`config.mk`:
```
export PLATFORM = sky130hd
export DESIGN_NAME = grid_neighbor_enumerator
export DESIGN_NICKNAME = d
export VERILOG_FILES = /design/src/hdl/gne_pkg.sv /design/src/hdl/grid_neighbor_enumerator.sv
export SDC_FILE = /design/constraint.sdc
export NUM_CORES = 1
export LEC_CHECK = 0
export BUFFER_PORTS_ARGS = -buffer_cell sky130_fd_sc_hd__buf_2
export CAP_MARGIN = 20
export CELL_PAD_IN_SITES_DETAIL_PLACEMENT = 1
export CELL_PAD_IN_SITES_GLOBAL_PLACEMENT = 2
export CORE_UTILIZATION = 40
export DETAILED_ROUTE_END_ITERATION = 7
export HOLD_SLACK_MARGIN = 0.03
export PLACE_DENSITY = 0.91
export SYNTH_ARGS = -nofsm -noshare
export SYNTH_HDL_FRONTEND = slang
export SYNTH_SLANG_ARGS = --single-unit
```
`constraint.sdc`:
```
create_clock -name aclk -period 14.65 [get_ports aclk]
set_clock_uncertainty 0.15 [all_clocks]
set_input_delay 0 -clock aclk [delete_from_list [all_inputs] [get_ports aclk]]
set_output_delay 0 -clock aclk [all_outputs]
set_load 0.02 [all_outputs]
```
`src/hdl/gne_pkg.sv`:
```
// shared types, codes and widths of the grid neighbor enumerator
package gne_pkg;

    localparam int ID_W      = 24;
    localparam int ST_W      = 2;
    localparam int CFG_SW    = 9;
    localparam int PADDR_W   = 4;
    localparam int DIV_STEPS = ID_W / 2;
    localparam int PC_W      = 6;
    localparam int KIND_W    = 3;
    localparam int OFF_W     = 2;
    localparam int COND_W    = 2;

    localparam logic [ST_W-1:0] ST_OK    = 2'd0;
    localparam logic [ST_W-1:0] ST_NONE  = 2'd1;
    localparam logic [ST_W-1:0] ST_RANGE = 2'd2;

    localparam logic [1:0] REG_SLICES_X = 2'd0;
    localparam logic [1:0] REG_SLICES_Y = 2'd1;
    localparam logic [1:0] REG_SLICES_Z = 2'd2;
    localparam logic [1:0] REG_DIAGONAL = 2'd3;

    localparam logic [KIND_W-1:0] K_WAIT  = 3'd0;
    localparam logic [KIND_W-1:0] K_LOAD  = 3'd1;
    localparam logic [KIND_W-1:0] K_DIV_X = 3'd2;
    localparam logic [KIND_W-1:0] K_MID   = 3'd3;
    localparam logic [KIND_W-1:0] K_DIV_Y = 3'd4;
    localparam logic [KIND_W-1:0] K_FLAGS = 3'd5;
    localparam logic [KIND_W-1:0] K_EMIT  = 3'd6;
    localparam logic [KIND_W-1:0] K_END   = 3'd7;

    localparam logic [OFF_W-1:0] OFF_Z = 2'd0;
    localparam logic [OFF_W-1:0] OFF_P = 2'd1;
    localparam logic [OFF_W-1:0] OFF_M = 2'd2;

    localparam logic [COND_W-1:0] JC_SEQ   = 2'd0;
    localparam logic [COND_W-1:0] JC_GO    = 2'd1;
    localparam logic [COND_W-1:0] JC_RANGE = 2'd2;
    localparam logic [COND_W-1:0] JC_DIAG  = 2'd3;

    typedef struct packed {
        logic [KIND_W-1:0] kind;
        logic [OFF_W-1:0]  off_x;
        logic [OFF_W-1:0]  off_y;
        logic [OFF_W-1:0]  off_z;
        logic              err;
        logic [COND_W-1:0] cond;
        logic [PC_W-1:0]   target;
    } ctrl_t;

endpackage

```
`src/hdl/grid_neighbor_enumerator.sv`:
```
// grid neighbor enumerator top level: microcoded sequencer and datapath
//
// Queries enter on the s_ channel (s_region_id, s_mode) with valid/ready and
// neighbor ids leave on the m_ channel, one transfer per neighbor, with
// m_last on the final transfer of a query. A region id beyond the grid gives
// one transfer with status 2; a cell with no neighbors gives one with status 1.
// Slice counts and the diagonal flag sit behind an APB port (regs at 0x0,
// 0x4, 0x8, 0xc) and are to be written only between queries; the block
// does not enforce this. One query is worked at a time. After acceptance
// the id is decoded by a shared divider, two quotient bits per cycle, once
// by slices_x and once by slices_y. The program then walks 6 axis or 26
// diagonal candidate steps, one per cycle while the output register is
// free, and one closing step. One result is held back until the next is
// known so that m_last can be set; a full output register holds the
// sequencer. Reset sets the slice counts to 1, clears the diagonal flag
// and the valid flags of the output register and the held-back result,
// and puts the program counter at its wait step.
module grid_neighbor_enumerator #(
    parameter int MAX_DIMS   = 3,
    parameter int MAX_SLICES = 256
) (
    input  logic                          aclk,
    input  logic                          aresetn,
    input  logic                          s_valid,
    output logic                          s_ready,
    input  logic [gne_pkg::ID_W-1:0]      s_region_id,
    input  logic                          s_mode,
    output logic                          m_valid,
    input  logic                          m_ready,
    output logic [gne_pkg::ID_W-1:0]      m_neighbor_region,
    output logic [gne_pkg::ST_W-1:0]      m_status,
    output logic                          m_last,
    input  logic                          psel,
    input  logic                          penable,
    input  logic                          pwrite,
    input  logic [gne_pkg::PADDR_W-1:0]   paddr,
    input  logic [31:0]                   pwdata,
    output logic [31:0]                   prdata,
    output logic                          pready
);
    import gne_pkg::*;

    localparam int SW    = $clog2(MAX_SLICES + 1);
    localparam int NXY_W = 2 * SW;
    localparam int TOT_W = 3 * SW;
    localparam int CMP_W = (TOT_W > ID_W) ? TOT_W : ID_W + 1;
    localparam int CNT_W = $clog2(DIV_STEPS);

    localparam logic [PC_W-1:0] PC_WAIT  = 6'd0;
    localparam logic [PC_W-1:0] PC_DIAG  = 6'd12;
    localparam logic [PC_W-1:0] PC_FLUSH = 6'd38;
    localparam logic [PC_W-1:0] PC_ERR   = 6'd39;

    function automatic ctrl_t cw_make(input logic [KIND_W-1:0] k,
                                      input logic [OFF_W-1:0] ox,
                                      input logic [OFF_W-1:0] oy,
                                      input logic [OFF_W-1:0] oz,
                                      input logic e,
                                      input logic [COND_W-1:0] c,
                                      input logic [PC_W-1:0] t);
        ctrl_t w;
        w.kind   = k;
        w.off_x  = ox;
        w.off_y  = oy;
        w.off_z  = oz;
        w.err    = e;
        w.cond   = c;
        w.target = t;
        return w;
    endfunction

    function automatic ctrl_t emit(input logic [OFF_W-1:0] ox,
                                   input logic [OFF_W-1:0] oy,
                                   input logic [OFF_W-1:0] oz);
        return cw_make(K_EMIT, ox, oy, oz, 1'b0, JC_SEQ, PC_WAIT);
    endfunction

    function automatic ctrl_t rom(input logic [PC_W-1:0] pc);
        ctrl_t w;
        case (pc)
            6'd0:  w = cw_make(K_WAIT, OFF_Z, OFF_Z, OFF_Z, 1'b0, JC_SEQ, PC_WAIT);
            6'd1:  w = cw_make(K_LOAD, OFF_Z, OFF_Z, OFF_Z, 1'b0, JC_SEQ, PC_WAIT);
            6'd2:  w = cw_make(K_DIV_X, OFF_Z, OFF_Z, OFF_Z, 1'b0, JC_SEQ, PC_WAIT);
            6'd3:  w = cw_make(K_MID, OFF_Z, OFF_Z, OFF_Z, 1'b0, JC_RANGE, PC_ERR);
            6'd4:  w = cw_make(K_DIV_Y, OFF_Z, OFF_Z, OFF_Z, 1'b0, JC_SEQ, PC_WAIT);
            6'd5:  w = cw_make(K_FLAGS, OFF_Z, OFF_Z, OFF_Z, 1'b0, JC_DIAG, PC_DIAG);
            // axis neighborhood
            6'd6:  w = emit(OFF_M, OFF_Z, OFF_Z);
            6'd7:  w = emit(OFF_P, OFF_Z, OFF_Z);
            6'd8:  w = emit(OFF_Z, OFF_M, OFF_Z);
            6'd9:  w = emit(OFF_Z, OFF_P, OFF_Z);
            6'd10: w = emit(OFF_Z, OFF_Z, OFF_M);
            6'd11: w = cw_make(K_EMIT, OFF_Z, OFF_Z, OFF_P, 1'b0, JC_GO, PC_FLUSH);
            // diagonal neighborhood, x outermost
            6'd12: w = emit(OFF_P, OFF_P, OFF_P);
            6'd13: w = emit(OFF_P, OFF_P, OFF_Z);
            6'd14: w = emit(OFF_P, OFF_P, OFF_M);
            6'd15: w = emit(OFF_P, OFF_Z, OFF_P);
            6'd16: w = emit(OFF_P, OFF_Z, OFF_Z);
            6'd17: w = emit(OFF_P, OFF_Z, OFF_M);
            6'd18: w = emit(OFF_P, OFF_M, OFF_P);
            6'd19: w = emit(OFF_P, OFF_M, OFF_Z);
            6'd20: w = emit(OFF_P, OFF_M, OFF_M);
            6'd21: w = emit(OFF_Z, OFF_P, OFF_P);
            6'd22: w = emit(OFF_Z, OFF_P, OFF_Z);
            6'd23: w = emit(OFF_Z, OFF_P, OFF_M);
            6'd24: w = emit(OFF_Z, OFF_Z, OFF_P);
            6'd25: w = emit(OFF_Z, OFF_Z, OFF_M);
            6'd26: w = emit(OFF_Z, OFF_M, OFF_P);
            6'd27: w = emit(OFF_Z, OFF_M, OFF_Z);
            6'd28: w = emit(OFF_Z, OFF_M, OFF_M);
            6'd29: w = emit(OFF_M, OFF_P, OFF_P);
            6'd30: w = emit(OFF_M, OFF_P, OFF_Z);
            6'd31: w = emit(OFF_M, OFF_P, OFF_M);
            6'd32: w = emit(OFF_M, OFF_Z, OFF_P);
            6'd33: w = emit(OFF_M, OFF_Z, OFF_Z);
            6'd34: w = emit(OFF_M, OFF_Z, OFF_M);
            6'd35: w = emit(OFF_M, OFF_M, OFF_P);
            6'd36: w = emit(OFF_M, OFF_M, OFF_Z);
            6'd37: w = emit(OFF_M, OFF_M, OFF_M);
            6'd38: w = cw_make(K_END, OFF_Z, OFF_Z, OFF_Z, 1'b0, JC_GO, PC_WAIT);
            6'd39: w = cw_make(K_END, OFF_Z, OFF_Z, OFF_Z, 1'b1, JC_GO, PC_WAIT);
            default: w = cw_make(K_WAIT, OFF_Z, OFF_Z, OFF_Z, 1'b0, JC_GO, PC_WAIT);
        endcase
        return w;
    endfunction

    function automatic logic [SW-1:0] eff_slices(input logic [CFG_SW-1:0] v, input int dim);
        logic [SW-1:0] r;
        if (dim >= MAX_DIMS) begin
            r = SW'(1);
        end else if (v == '0) begin
            r = SW'(1);
        end else if (v > CFG_SW'(MAX_SLICES)) begin
            r = SW'(MAX_SLICES);
        end else begin
            r = v[SW-1:0];
        end
        return r;
    endfunction

    // two restoring division steps
    function automatic logic [SW+ID_W-1:0] div_step(input logic [SW-1:0] rem,
                                                    input logic [ID_W-1:0] quo,
                                                    input logic [SW-1:0] dvs);
        logic [SW:0]     trial;
        logic [SW-1:0]   r;
        logic [ID_W-1:0] q;
        r = rem;
        q = quo;
        for (int i = 0; i < 2; i++) begin
            trial = {r, q[ID_W-1]};
            q = {q[ID_W-2:0], 1'b0};
            if (trial >= {1'b0, dvs}) begin
                r = SW'(trial - {1'b0, dvs});
                q[0] = 1'b1;
            end else begin
                r = trial[SW-1:0];
            end
        end
        return {r, q};
    endfunction

    function automatic logic [ID_W-1:0] term(input logic [OFF_W-1:0] code,
                                             input logic [ID_W-1:0] val);
        logic [ID_W-1:0] r;
        case (code)
            OFF_P:   r = val;
            OFF_M:   r = '0 - val;
            default: r = '0;
        endcase
        return r;
    endfunction

    function automatic logic dim_ok(input logic [OFF_W-1:0] code, input logic lo,
                                    input logic hi);
        logic r;
        case (code)
            OFF_P:   r = hi;
            OFF_M:   r = lo;
            default: r = 1'b1;
        endcase
        return r;
    endfunction

    logic [CFG_SW-1:0] slices_x_reg, slices_y_reg, slices_z_reg;
    logic              diag_edges_reg;
    logic [SW-1:0]     nx, ny, nz;
    logic [NXY_W-1:0]  nxy_reg;
    logic [TOT_W-1:0]  total_reg;

    logic [PC_W-1:0]   pc_reg, pc_next;
    ctrl_t             cw;
    logic              step_done, taken;
    logic [CNT_W-1:0]  cnt_reg;

    logic [ID_W-1:0]   id_reg;
    logic              diag_reg;
    logic [SW-1:0]     rem_reg;
    logic [ID_W-1:0]   quo_reg;
    logic [SW-1:0]     c0_reg;
    logic [2:0]        lo_ok_reg, hi_ok_reg;
    logic              out_of_range;
    logic [ID_W-1:0]   cand_id;
    logic              cand_ok;

    logic              pend_valid_reg;
    logic [ID_W-1:0]   pend_id_reg;
    logic              m_valid_reg, m_last_reg;
    logic [ID_W-1:0]   m_id_reg;
    logic [ST_W-1:0]   m_status_reg;
    logic              out_free, out_load, pend_load, pend_clr, out_last;
    logic [ID_W-1:0]   out_id;
    logic [ST_W-1:0]   out_st;
    logic              cfg_wr;

    // configuration port
    assign cfg_wr = psel & penable & pwrite & pready;
    assign pready = 1'b1;

    always_ff @(posedge aclk) begin
        if (!aresetn) begin
            slices_x_reg   <= CFG_SW'(1);
            slices_y_reg   <= CFG_SW'(1);
            slices_z_reg   <= CFG_SW'(1);
            diag_edges_reg <= 1'b0;
        end else if (cfg_wr) begin
            unique case (paddr[PADDR_W-1:2])
                REG_SLICES_X: slices_x_reg   <= pwdata[CFG_SW-1:0];
                REG_SLICES_Y: slices_y_reg   <= pwdata[CFG_SW-1:0];
                REG_SLICES_Z: slices_z_reg   <= pwdata[CFG_SW-1:0];
                REG_DIAGONAL: diag_edges_reg <= pwdata[0];
                default: ;
            endcase
        end
    end

    always_comb begin
        unique case (paddr[PADDR_W-1:2])
            REG_SLICES_X: prdata = 32'(slices_x_reg);
            REG_SLICES_Y: prdata = 32'(slices_y_reg);
            REG_SLICES_Z: prdata = 32'(slices_z_reg);
            REG_DIAGONAL: prdata = 32'(diag_edges_reg);
            default:      prdata = '0;
        endcase
    end

    // effective grid size
    always_comb begin
        nx = eff_slices(slices_x_reg, 0);
        ny = eff_slices(slices_y_reg, 1);
        nz = eff_slices(slices_z_reg, 2);
    end

    always_ff @(posedge aclk) begin
        nxy_reg   <= NXY_W'(nx) * NXY_W'(ny);
        total_reg <= TOT_W'(nxy_reg) * TOT_W'(nz);
    end

    // sequencer
    assign cw           = rom(pc_reg);
    assign out_free     = ~m_valid_reg | m_ready;
    assign out_of_range = CMP_W'(id_reg) >= CMP_W'(total_reg);
    assign cand_id      = id_reg + term(cw.off_x, ID_W'(1)) + term(cw.off_y, ID_W'(nx))
                          + term(cw.off_z, ID_W'(nxy_reg));
    assign cand_ok      = dim_ok(cw.off_x, lo_ok_reg[0], hi_ok_reg[0])
                          & dim_ok(cw.off_y, lo_ok_reg[1], hi_ok_reg[1])
                          & dim_ok(cw.off_z, lo_ok_reg[2], hi_ok_reg[2]);

    always_comb begin
        unique case (cw.kind) inside
            K_WAIT:           step_done = s_valid;
            K_DIV_X, K_DIV_Y: step_done = (cnt_reg == CNT_W'(DIV_STEPS - 1));
            K_EMIT:           step_done = ~cand_ok | ~pend_valid_reg | out_free;
            K_END:            step_done = out_free;
            default:          step_done = 1'b1;
        endcase
    end

    always_comb begin
        unique case (cw.cond)
            JC_GO:    taken = 1'b1;
            JC_RANGE: taken = out_of_range;
            JC_DIAG:  taken = diag_reg;
            default:  taken = 1'b0;
        endcase
        if (!step_done) begin
            pc_next = pc_reg;
        end else if (taken) begin
            pc_next = cw.target;
        end else begin
            pc_next = pc_reg + PC_W'(1);
        end
    end

    always_ff @(posedge aclk) begin
        if (!aresetn) begin
            pc_reg  <= PC_WAIT;
            cnt_reg <= '0;
        end else begin
            pc_reg <= pc_next;
            if ((cw.kind == K_DIV_X || cw.kind == K_DIV_Y) && !step_done) begin
                cnt_reg <= cnt_reg + CNT_W'(1);
            end else begin
                cnt_reg <= '0;
            end
        end
    end

    // datapath
    always_ff @(posedge aclk) begin
        unique case (cw.kind)
            K_WAIT: begin
                if (s_valid) begin
                    id_reg   <= s_region_id;
                    diag_reg <= s_mode | diag_edges_reg;
                end
            end
            K_LOAD: begin
                rem_reg <= '0;
                quo_reg <= id_reg;
            end
            K_DIV_X: {rem_reg, quo_reg} <= div_step(rem_reg, quo_reg, nx);
            K_MID: begin
                c0_reg  <= rem_reg;
                rem_reg <= '0;
            end
            K_DIV_Y: {rem_reg, quo_reg} <= div_step(rem_reg, quo_reg, ny);
            K_FLAGS: begin
                lo_ok_reg[0] <= c0_reg != '0;
                lo_ok_reg[1] <= rem_reg != '0;
                lo_ok_reg[2] <= quo_reg[SW-1:0] != '0;
                hi_ok_reg[0] <= ({1'b0, c0_reg} + (SW+1)'(1)) < {1'b0, nx};
                hi_ok_reg[1] <= ({1'b0, rem_reg} + (SW+1)'(1)) < {1'b0, ny};
                hi_ok_reg[2] <= ({1'b0, quo_reg[SW-1:0]} + (SW+1)'(1)) < {1'b0, nz};
            end
            default: ;
        endcase
    end

    // result hold-back and output register
    always_comb begin
        out_load  = 1'b0;
        out_id    = pend_id_reg;
        out_st    = ST_OK;
        out_last  = 1'b0;
        pend_load = 1'b0;
        pend_clr  = 1'b0;
        if (cw.kind == K_EMIT && step_done && cand_ok) begin
            pend_load = 1'b1;
            out_load  = pend_valid_reg;
        end else if (cw.kind == K_END && step_done) begin
            out_load = 1'b1;
            out_last = 1'b1;
            pend_clr = 1'b1;
            if (cw.err) begin
                out_id = '0;
                out_st = ST_RANGE;
            end else if (!pend_valid_reg) begin
                out_id = '0;
                out_st = ST_NONE;
            end
        end
    end

    always_ff @(posedge aclk) begin
        if (!aresetn) begin
            m_valid_reg    <= 1'b0;
            pend_valid_reg <= 1'b0;
        end else begin
            if (out_load) begin
                m_valid_reg <= 1'b1;
            end else if (m_ready) begin
                m_valid_reg <= 1'b0;
            end
            if (pend_load) begin
                pend_valid_reg <= 1'b1;
            end else if (pend_clr) begin
                pend_valid_reg <= 1'b0;
            end
        end
    end

    always_ff @(posedge aclk) begin
        if (pend_load) begin
            pend_id_reg <= cand_id;
        end
        if (out_load) begin
            m_id_reg     <= out_id;
            m_status_reg <= out_st;
            m_last_reg   <= out_last;
        end
    end

    assign s_ready           = (cw.kind == K_WAIT);
    assign m_valid           = m_valid_reg;
    assign m_neighbor_region = m_id_reg;
    assign m_status          = m_status_reg;
    assign m_last            = m_last_reg;

endmodule

```
# ---- After elaboration in Yosys (flattened, before gate mapping)
# Memory sizes are Yosys's and may differ from the RTL's. A register that Yosys moved wholly into a read port is not among the register bits.
# Cells that the tools add are included.
dict set report totals {
  n_memories 1
  out_inout_bits 62
  mem_bits_ro 1088
  in_bits 68
  regBits 209
}
# memory words word_bits read_ports rd_ports_with_merged_regs write_ports line_no
set mem_list {}
lappend mem_list {{(name not given)} 64 17 1 1 0 grid_neighbor_enumerator.sv:80} ;# case (pc)
dict set report classes {
  n_lt_le_gt_ge 11
  eq_ne 20
  mul 2
  reduce_logical 28
  addsub 14
  muxes 44
  bitwise 12
}
# op n
set op_table {}
lappend op_table {{$pmux W24 S2} 3}
lappend op_table {{$pmux W32 S4} 1}
lappend op_table {{$mux W9} 12}
lappend op_table {{$mux W24} 4}
lappend op_table {{$add A24 B24 Y24} 3}
lappend op_table {{$pmux W24 S3} 1}
lappend op_table {{$ge A10 B9 Y1} 4}
lappend op_table {{$sub A9 B9 Y9} 4}
lappend op_table {{$add A9 B1 Y10 const B} 3}
lappend op_table {{$lt A10 B9 Y1} 3}
lappend op_table {{$ge A24 B27 Y1} 1}
lappend op_table {{$gt A9 B9 Y1 const B} 3}
lappend op_table {{$logic_not A9 Y1} 3}
lappend op_table {{$mul A18 B9 Y27} 1}
lappend op_table {{$pmux W9 S3} 1}
lappend op_table {{$reduce_bool A9 Y1} 3}
lappend op_table {{$sub A1 B18 Y19 const A} 1}
lappend op_table {{$mul A9 B9 Y18} 1}
lappend op_table {{$mux W6} 3}
lappend op_table {{$eq A2 B2 Y1 const B} 7}
lappend op_table {{$mux W1} 13}
lappend op_table {{$eq A3 B3 Y1 const B} 4}
lappend op_table {{$reduce_and A2 Y1} 6}
lappend op_table {{$eq A2 B1 Y1 const B} 5}
lappend op_table {{other kinds (22)} 41}

# ---- Depth between registers and ports, before layout
dict set report depth {
  word_depth 13
  depth_mapped 26
  ltp_nobuf 25
}

# ---- Least setup slack after synthesis
# Ideal clock, no wire load.
dict set report synth_path {
  path_kind {register -> register}
  from {reg cw[12] (netlist name)}
  to {reg m_last_reg (netlist: m_last), enable pin}
  path_slack_ns 7.958
  required_ns 14.116
  period_less_slack_ns 6.692
  t_arrival_ns 6.157
  setup_ns 0.384
  stages_incl_launch_ff 10
  path_cell_list {dfxtp_1 -> inv_1 -> ha_1 -> clkbuf_1 -> a221oi_1 -> nor2_1 -> nand2_1 -> a2111oi_0 -> nand2_1 -> nand2_1}
}
dict set report synth_between {
  elab_chain_len 11
  elab_cells_between_ends 14
  classes_between {eq/ne: 2; mux: 4; bitwise: 5; reduce/logical: 3}
}
# element line_no
set synth_rtl {}
lappend synth_rtl {{$eq A2 B2 Y1 or $eq A2 B1 Y1 (tied branches)} grid_neighbor_enumerator.sv:178} ;# case (code)
lappend synth_rtl {{$pmux W1 S2 *} grid_neighbor_enumerator.sv:178}
lappend synth_rtl {{$and A1 B1 Y1 *} grid_neighbor_enumerator.sv:267} ;# & dim_ok(cw.off_y, lo_ok_reg[1], hi_ok_reg[1])
lappend synth_rtl {{$and A1 B1 Y1 *} grid_neighbor_enumerator.sv:268} ;# & dim_ok(cw.off_z, lo_ok_reg[2], hi_ok_reg[2]);
lappend synth_rtl {{$not A1 Y1} grid_neighbor_enumerator.sv:274} ;# K_EMIT: step_done = ~cand_ok | ~pend_valid_reg | out_free;
lappend synth_rtl {{$or A1 B1 Y1 (2 in series)} grid_neighbor_enumerator.sv:274}
lappend synth_rtl {{$pmux W1 S4} grid_neighbor_enumerator.sv:271} ;# unique case (cw.kind) inside
lappend synth_rtl {{$logic_and A1 B1 Y1, on equally long branches} {grid_neighbor_enumerator.sv:352, grid_neighbor_enumerator.sv:349}}
lappend synth_rtl {{$mux W1 or $logic_and A1 B1 Y1 (tied branches)} {grid_neighbor_enumerator.sv:352, grid_neighbor_enumerator.sv:349}}
lappend synth_rtl {{$mux W1 *} grid_neighbor_enumerator.sv:349} ;# if (cw.kind == K_EMIT && step_done && cand_ok) begin
lappend synth_rtl {{net out_load} grid_neighbor_enumerator.sv:212} ;# logic out_free, out_load, pend_load, pend_clr, out_last;
lappend synth_rtl {{to (signal assigned)} grid_neighbor_enumerator.sv:391} ;# m_last_reg <= out_last;
lappend synth_rtl {{to (decl)} grid_neighbor_enumerator.sv:209} ;# logic m_valid_reg, m_last_reg;
# Mark *: on every way through the listed nets, which the timed path passes. The rest lies on a longest branch.
# A chain may end at the register's enable or synchronous reset.

# ---- Final worst setup path
dict set report layout_path {
  from {reg slices_x_reg[3]}
  to {reg pend_id_reg[23] (data pin)}
}
dict set report layout_between {
  elab_chain_len 7
  elab_cells_between_ends 8
  classes_between {add/sub: 3; order compare: 1; mux: 3; reduce/logical: 1}
}
# element line_no
set layout_rtl {}
lappend layout_rtl {{from (decl)} grid_neighbor_enumerator.sv:186} ;# logic [CFG_SW-1:0] slices_x_reg, slices_y_reg, slices_z_reg;
lappend layout_rtl {{from (signal assigned)} grid_neighbor_enumerator.sv:229} ;# REG_SLICES_X: slices_x_reg <= pwdata[CFG_SW-1:0];
lappend layout_rtl {{$gt A9 B9 Y1} grid_neighbor_enumerator.sv:134} ;# end else if (v > CFG_SW'(MAX_SLICES)) begin
lappend layout_rtl {{$mux W9} grid_neighbor_enumerator.sv:134}
lappend layout_rtl {{$mux W9 *} grid_neighbor_enumerator.sv:132} ;# end else if (v == '0) begin
lappend layout_rtl {{$sub A1 B9 Y10} grid_neighbor_enumerator.sv:169} ;# OFF_M: r = '0 - val;
lappend layout_rtl {{$pmux W24 S2 *} grid_neighbor_enumerator.sv:167} ;# case (code)
lappend layout_rtl {{$add A24 B24 Y24 *} grid_neighbor_enumerator.sv:264} ;# assign cand_id = id_reg + term(cw.off_x, ID_W'(1)) + term(cw.off_y, ID_W'(nx))
lappend layout_rtl {{$add A24 B24 Y24 *} grid_neighbor_enumerator.sv:265} ;# + term(cw.off_z, ID_W'(nxy_reg));
lappend layout_rtl {{net cand_id[23]} grid_neighbor_enumerator.sv:204} ;# logic [ID_W-1:0] cand_id;
lappend layout_rtl {{to (signal assigned)} grid_neighbor_enumerator.sv:386} ;# pend_id_reg <= cand_id;
lappend layout_rtl {{to (decl)} grid_neighbor_enumerator.sv:208} ;# logic [ID_W-1:0] pend_id_reg;
# Marks and branches as above.

==> summary.md <==
| Metric | Value |
|---|---|
| Clock Path Buffers | `3` |
| Placed cells | `3,137` |
| Worst Setup SP | `slices_x_reg[3]$_SDFFE_PN0P_` |
| Sum of negative setup slack | `0 ns` |
| TritonCTS clock tree | `built` |
| FF-to-FF path depth | `22` |
| Synth Cell Area | `22,000 sq um` |
| Total congestion overflow | `0` |
| Ys Warns | `0` |
| Largest cells by area after synthesis | `fa_1, edfxtp_1, ha_1` |
| Pint | `2.11 mW` |
| Setup crit end kind | `register` |
| Power density cells | `148 nW/um^2` |
| Data required, critical path | `14.81 ns` |
| Post-synth top area share | `19.4%` |
| Worst slack at placement | `7.64 ns` |
| Worst EP arrival | `7.23 ns` |
| Num rows | `85` |
| CP max-delay cell | `nor2_1` |
| VDD IR max | `0.124 mV` |
| Initial core utilization | `40.6%` |
| Seq/Total Area, Yosys | `26.1%` |
| Diode count | `0` |
| Slew margin rel. | `26.1%` |
| Die Span Y | `237 um` |
| Clk sink count | `225` |
| Critical setup path kind | `register to register` |
| Fin worst setup slack | `7.58 ns` |
| Final Critical Period | `7.07 ns` |
| Fmax | `142 MHz` |
| CP Max Fanout | `8` |
| Hold crit path type | `primary input to register` |
| Clk Latency, worst-skew pair | `0.57 ns` |
| DRT antenna net count | `0` |
| Flop2flop setup slack | `7.58 ns` |
| WL per Instance | `20.4 um` |
| Drt initial violations | `812` |
| Switching fraction of total power | `42.4%` |
| First-pass GRT wire length | `104,000 um` |
| Routed vias | `17,400` |
| Mean Syn Cell Area | `9.09 sq um` |
| TritonCTS Buffers | `28` |
| Most common cell in the netlist | `inv_1` |
| Gpl congestion | `0.878` |
| Leak Pwr | `11.2 nW` |
| Delay-heaviest family, CP | `compound AO/OA/AOI/OAI gates` |
| Status | `completed` |
| Total GRT Usage | `23.9%` |
| Nets | `3,035` |
| Endpoints failing hold | `0` |
| Layout Area Growth over Synthesis | `12.7%` |
| Post-synth ARST share | `0%` |
| Max cap viols | `0` |
| Fill cells | `6,233` |
| Hold-fix buffers at CTS | `64` |
| Comb pwr share | `52.0%` |
| Worst reg2reg startpoint | `slices_x_reg[3]$_SDFFE_PN0P_` |
| Startpoint types | `register` |
| Number of synthesized flops with an enable pin | `124` |
| Fin crit share | `48.2%` |
| Vias in the first global route | `18,900` |
| Drt first pass iters | `5` |
| Syn Inst Count | `2,419` |
| Clock Power Share | `20.7%` |
| Clock-pin slew on the worst setup and hold paths | `0.06 ns` |
| Die W | `237 um` |
| Largest register FFs | `27` |
| Seq pwr share | `27.2%` |
| Layout cells sized above 1 | `7.69%` |
| RSZ-0062 raised after global routing | `false` |
| Post-synthesis register bit count | `225` |
| Worst Tran Pin Value | `1.10 ns` |
| Synth top cells by count | `inv_1, nand2_1, fa_1, ha_1, nor2_1` |
| Vias per cell | `5.34` |
| DIE AREA | `55,900 sq um` |
| Levels on crit path | `22` |
| # IOs | `130` |
| Number of remaining DRC errors | `0` |
| Critical-path cell list | `nor4_1 > a31oi_1 > nor2_1 > clkinv_1 > ha_1 > nand3_1 > xnor2_1 > a22oi_1 > or2_2 > fa_1 > fa_1 > inv_1 > ha_1 > o21ai_0 > a21boi_0 > o41ai_1 > o211ai_1 > o21bai_1 > o21ai_0 > o21a_1 > o41ai_1 > xnor2_1` |
| Final setup fails | `0` |
| Synth cell types | `75` |
| Largest net degree at the start of global routing | `41` |
| Sw power | `1.55 mW` |
| H-tree levels | `1` |
| Worst Path Buf+Inv | `2` |
| Cell area after layout | `24,800 sq um` |
| Area after DPL | `23,100 sq um` |
| FF-to-FF End | `pend_id_reg[23]$_DFFE_PP_` |
| DP HPWL | `51,000 um` |
| Synth Flop Type | `edfxtp_1` |
| Final non-filler cell total | `3,259` |
| Slew Viols, Final | `0` |
| Initial antenna violation count | `1` |
| # port buffers | `80` |
| Critical Path Max Stage Delay | `0.57 ns` |
| Total Wirelength | `66,500 um` |
| CTS resizes | `0` |
| Post-CTS Setup Inserts | `0` |
| CTS root buffer | `clkbuf_16` |
| Setup crit end | `pend_id_reg[23]$_DFFE_PP_` |
| Largest area contributor in the netlist | `fa_1` |
| Core region area | `54,100 sq um` |
-- metrics by stage --
stage	utilization, %	total power, mW	hold WS, ns
6_report	45.8	3.67	0.0228
5_1_grt	45.8	3.94	0.0651
4_1_cts	45.6	3.64	0.0418
3_5_place_dp	42.6	2.84	0.0283
3_3_place_gp	42.6	2.75	0.0292
2_1_floorplan	-	2.35	-0.0511
-- layout by cell type, fill, tap and decap left out, drive strengths merged, types with 7 or more instances in the layout --
master	n
o21a	18
clkinv	13
conb	24
inv	385
and2	72
a21o	38
dlygate4sd3	64
a31oi	16
nor3	35
xor2	25
dfxtp	101
buf	104
nand4	14
clkbuf	36
a21oi	109
nor2b	62
o211ai	12
nand2b	25
nand3	41
ha	213
mux2i	34
o21ai	100
mux2	10
and3	10
nor4	13
o21bai	12
a21boi	7
or3	17
a211oi	8
a22oi	8
fa	213
edfxtp	124
nand2	259
nor2	165
xnor2	84
or2	13
-- power groups by stage --
| stage | sequential [mW] | combinational [mW] | clock (mW) |
|---|---|---|---|
| 5_1_grt | 1.01 | 2.14 | 0.793 |
| 2_1_floorplan | 0.934 | 1.41 | 0 |
| 6_report | 1.00 | 1.91 | 0.760 |
| 3_5_place_dp | 1.01 | 1.84 | 0 |
| 4_1_cts | 0.996 | 1.88 | 0.769 |
| 3_3_place_gp | 1.00 | 1.74 | 0 |
-- tightest hold or removal path, stage by stage --
cell     delay [ns]
buf_2          0.09
and3_1         0.25
nand3_1        0.18
mux2i_1        0.09
nor2_1         0.08
-- worst min path at each step --
stage	end	startpoint	cells past startpoint	slack, ns
4_1_cts	diag_edges_reg$_SDFFE_PN0P_	psel	5	0.04
3_3_place_gp	id_reg[1]$_DFFE_PP_	s_region_id[1]	1	0.03
6_report	diag_edges_reg$_SDFFE_PN0P_	psel	5	0.02
5_1_grt	diag_edges_reg$_SDFFE_PN0P_	psel	5	0.07
2_1_floorplan	id_reg[0]$_DFFE_PP_	s_region_id[0]	0	-0.05
3_5_place_dp	id_reg[20]$_DFFE_PP_	s_region_id[20]	1	0.03
-- per-layer routing --
| metal | share of wire [%] | GRT usage (%) |
|---|---|---|
| met1 | 42 | 29.9 |
| met2 | 49 | 42.0 |
| met3 | 5.1 | 3.74 |
| met4 | 3.1 | 7.48 |
| met5 | 0 | 0 |
-- cell families (layout without fill, tap and decap cells) --
| logic type | after synthesis | in the layout | synth area share, % |
|---|---|---|---|
| buffers and inverters | 486 | 608 | 8.72 |
| multiplexers | 45 | 45 | 2.16 |
| XOR/XNOR | 109 | 109 | 4.34 |
| adder cells (fa/ha/maj) | 426 | 426 | 31.5 |
| AND/OR/NAND/NOR | 741 | 741 | 16.0 |
| AO/OA/AOI/OAI | 385 | 385 | 11.1 |
| flip-flops | 225 | 225 | 26.1 |
| other | 2 | 24 | 0.0341 |
-- layout make-up --
class                           count  area (sq um)  area share, %
Multi-Input combinational cell   1730         14400           58.2
Sequential cell                   225          5750           23.2
Clock inverter                     16           210          0.848
Tap cell                          696           871           3.51
Clock buffer                       36           803           3.24
Timing Repair Buffer              168          1270           5.12
Inverter                          388          1460           5.87
Power figures use the tool's default switching activity.
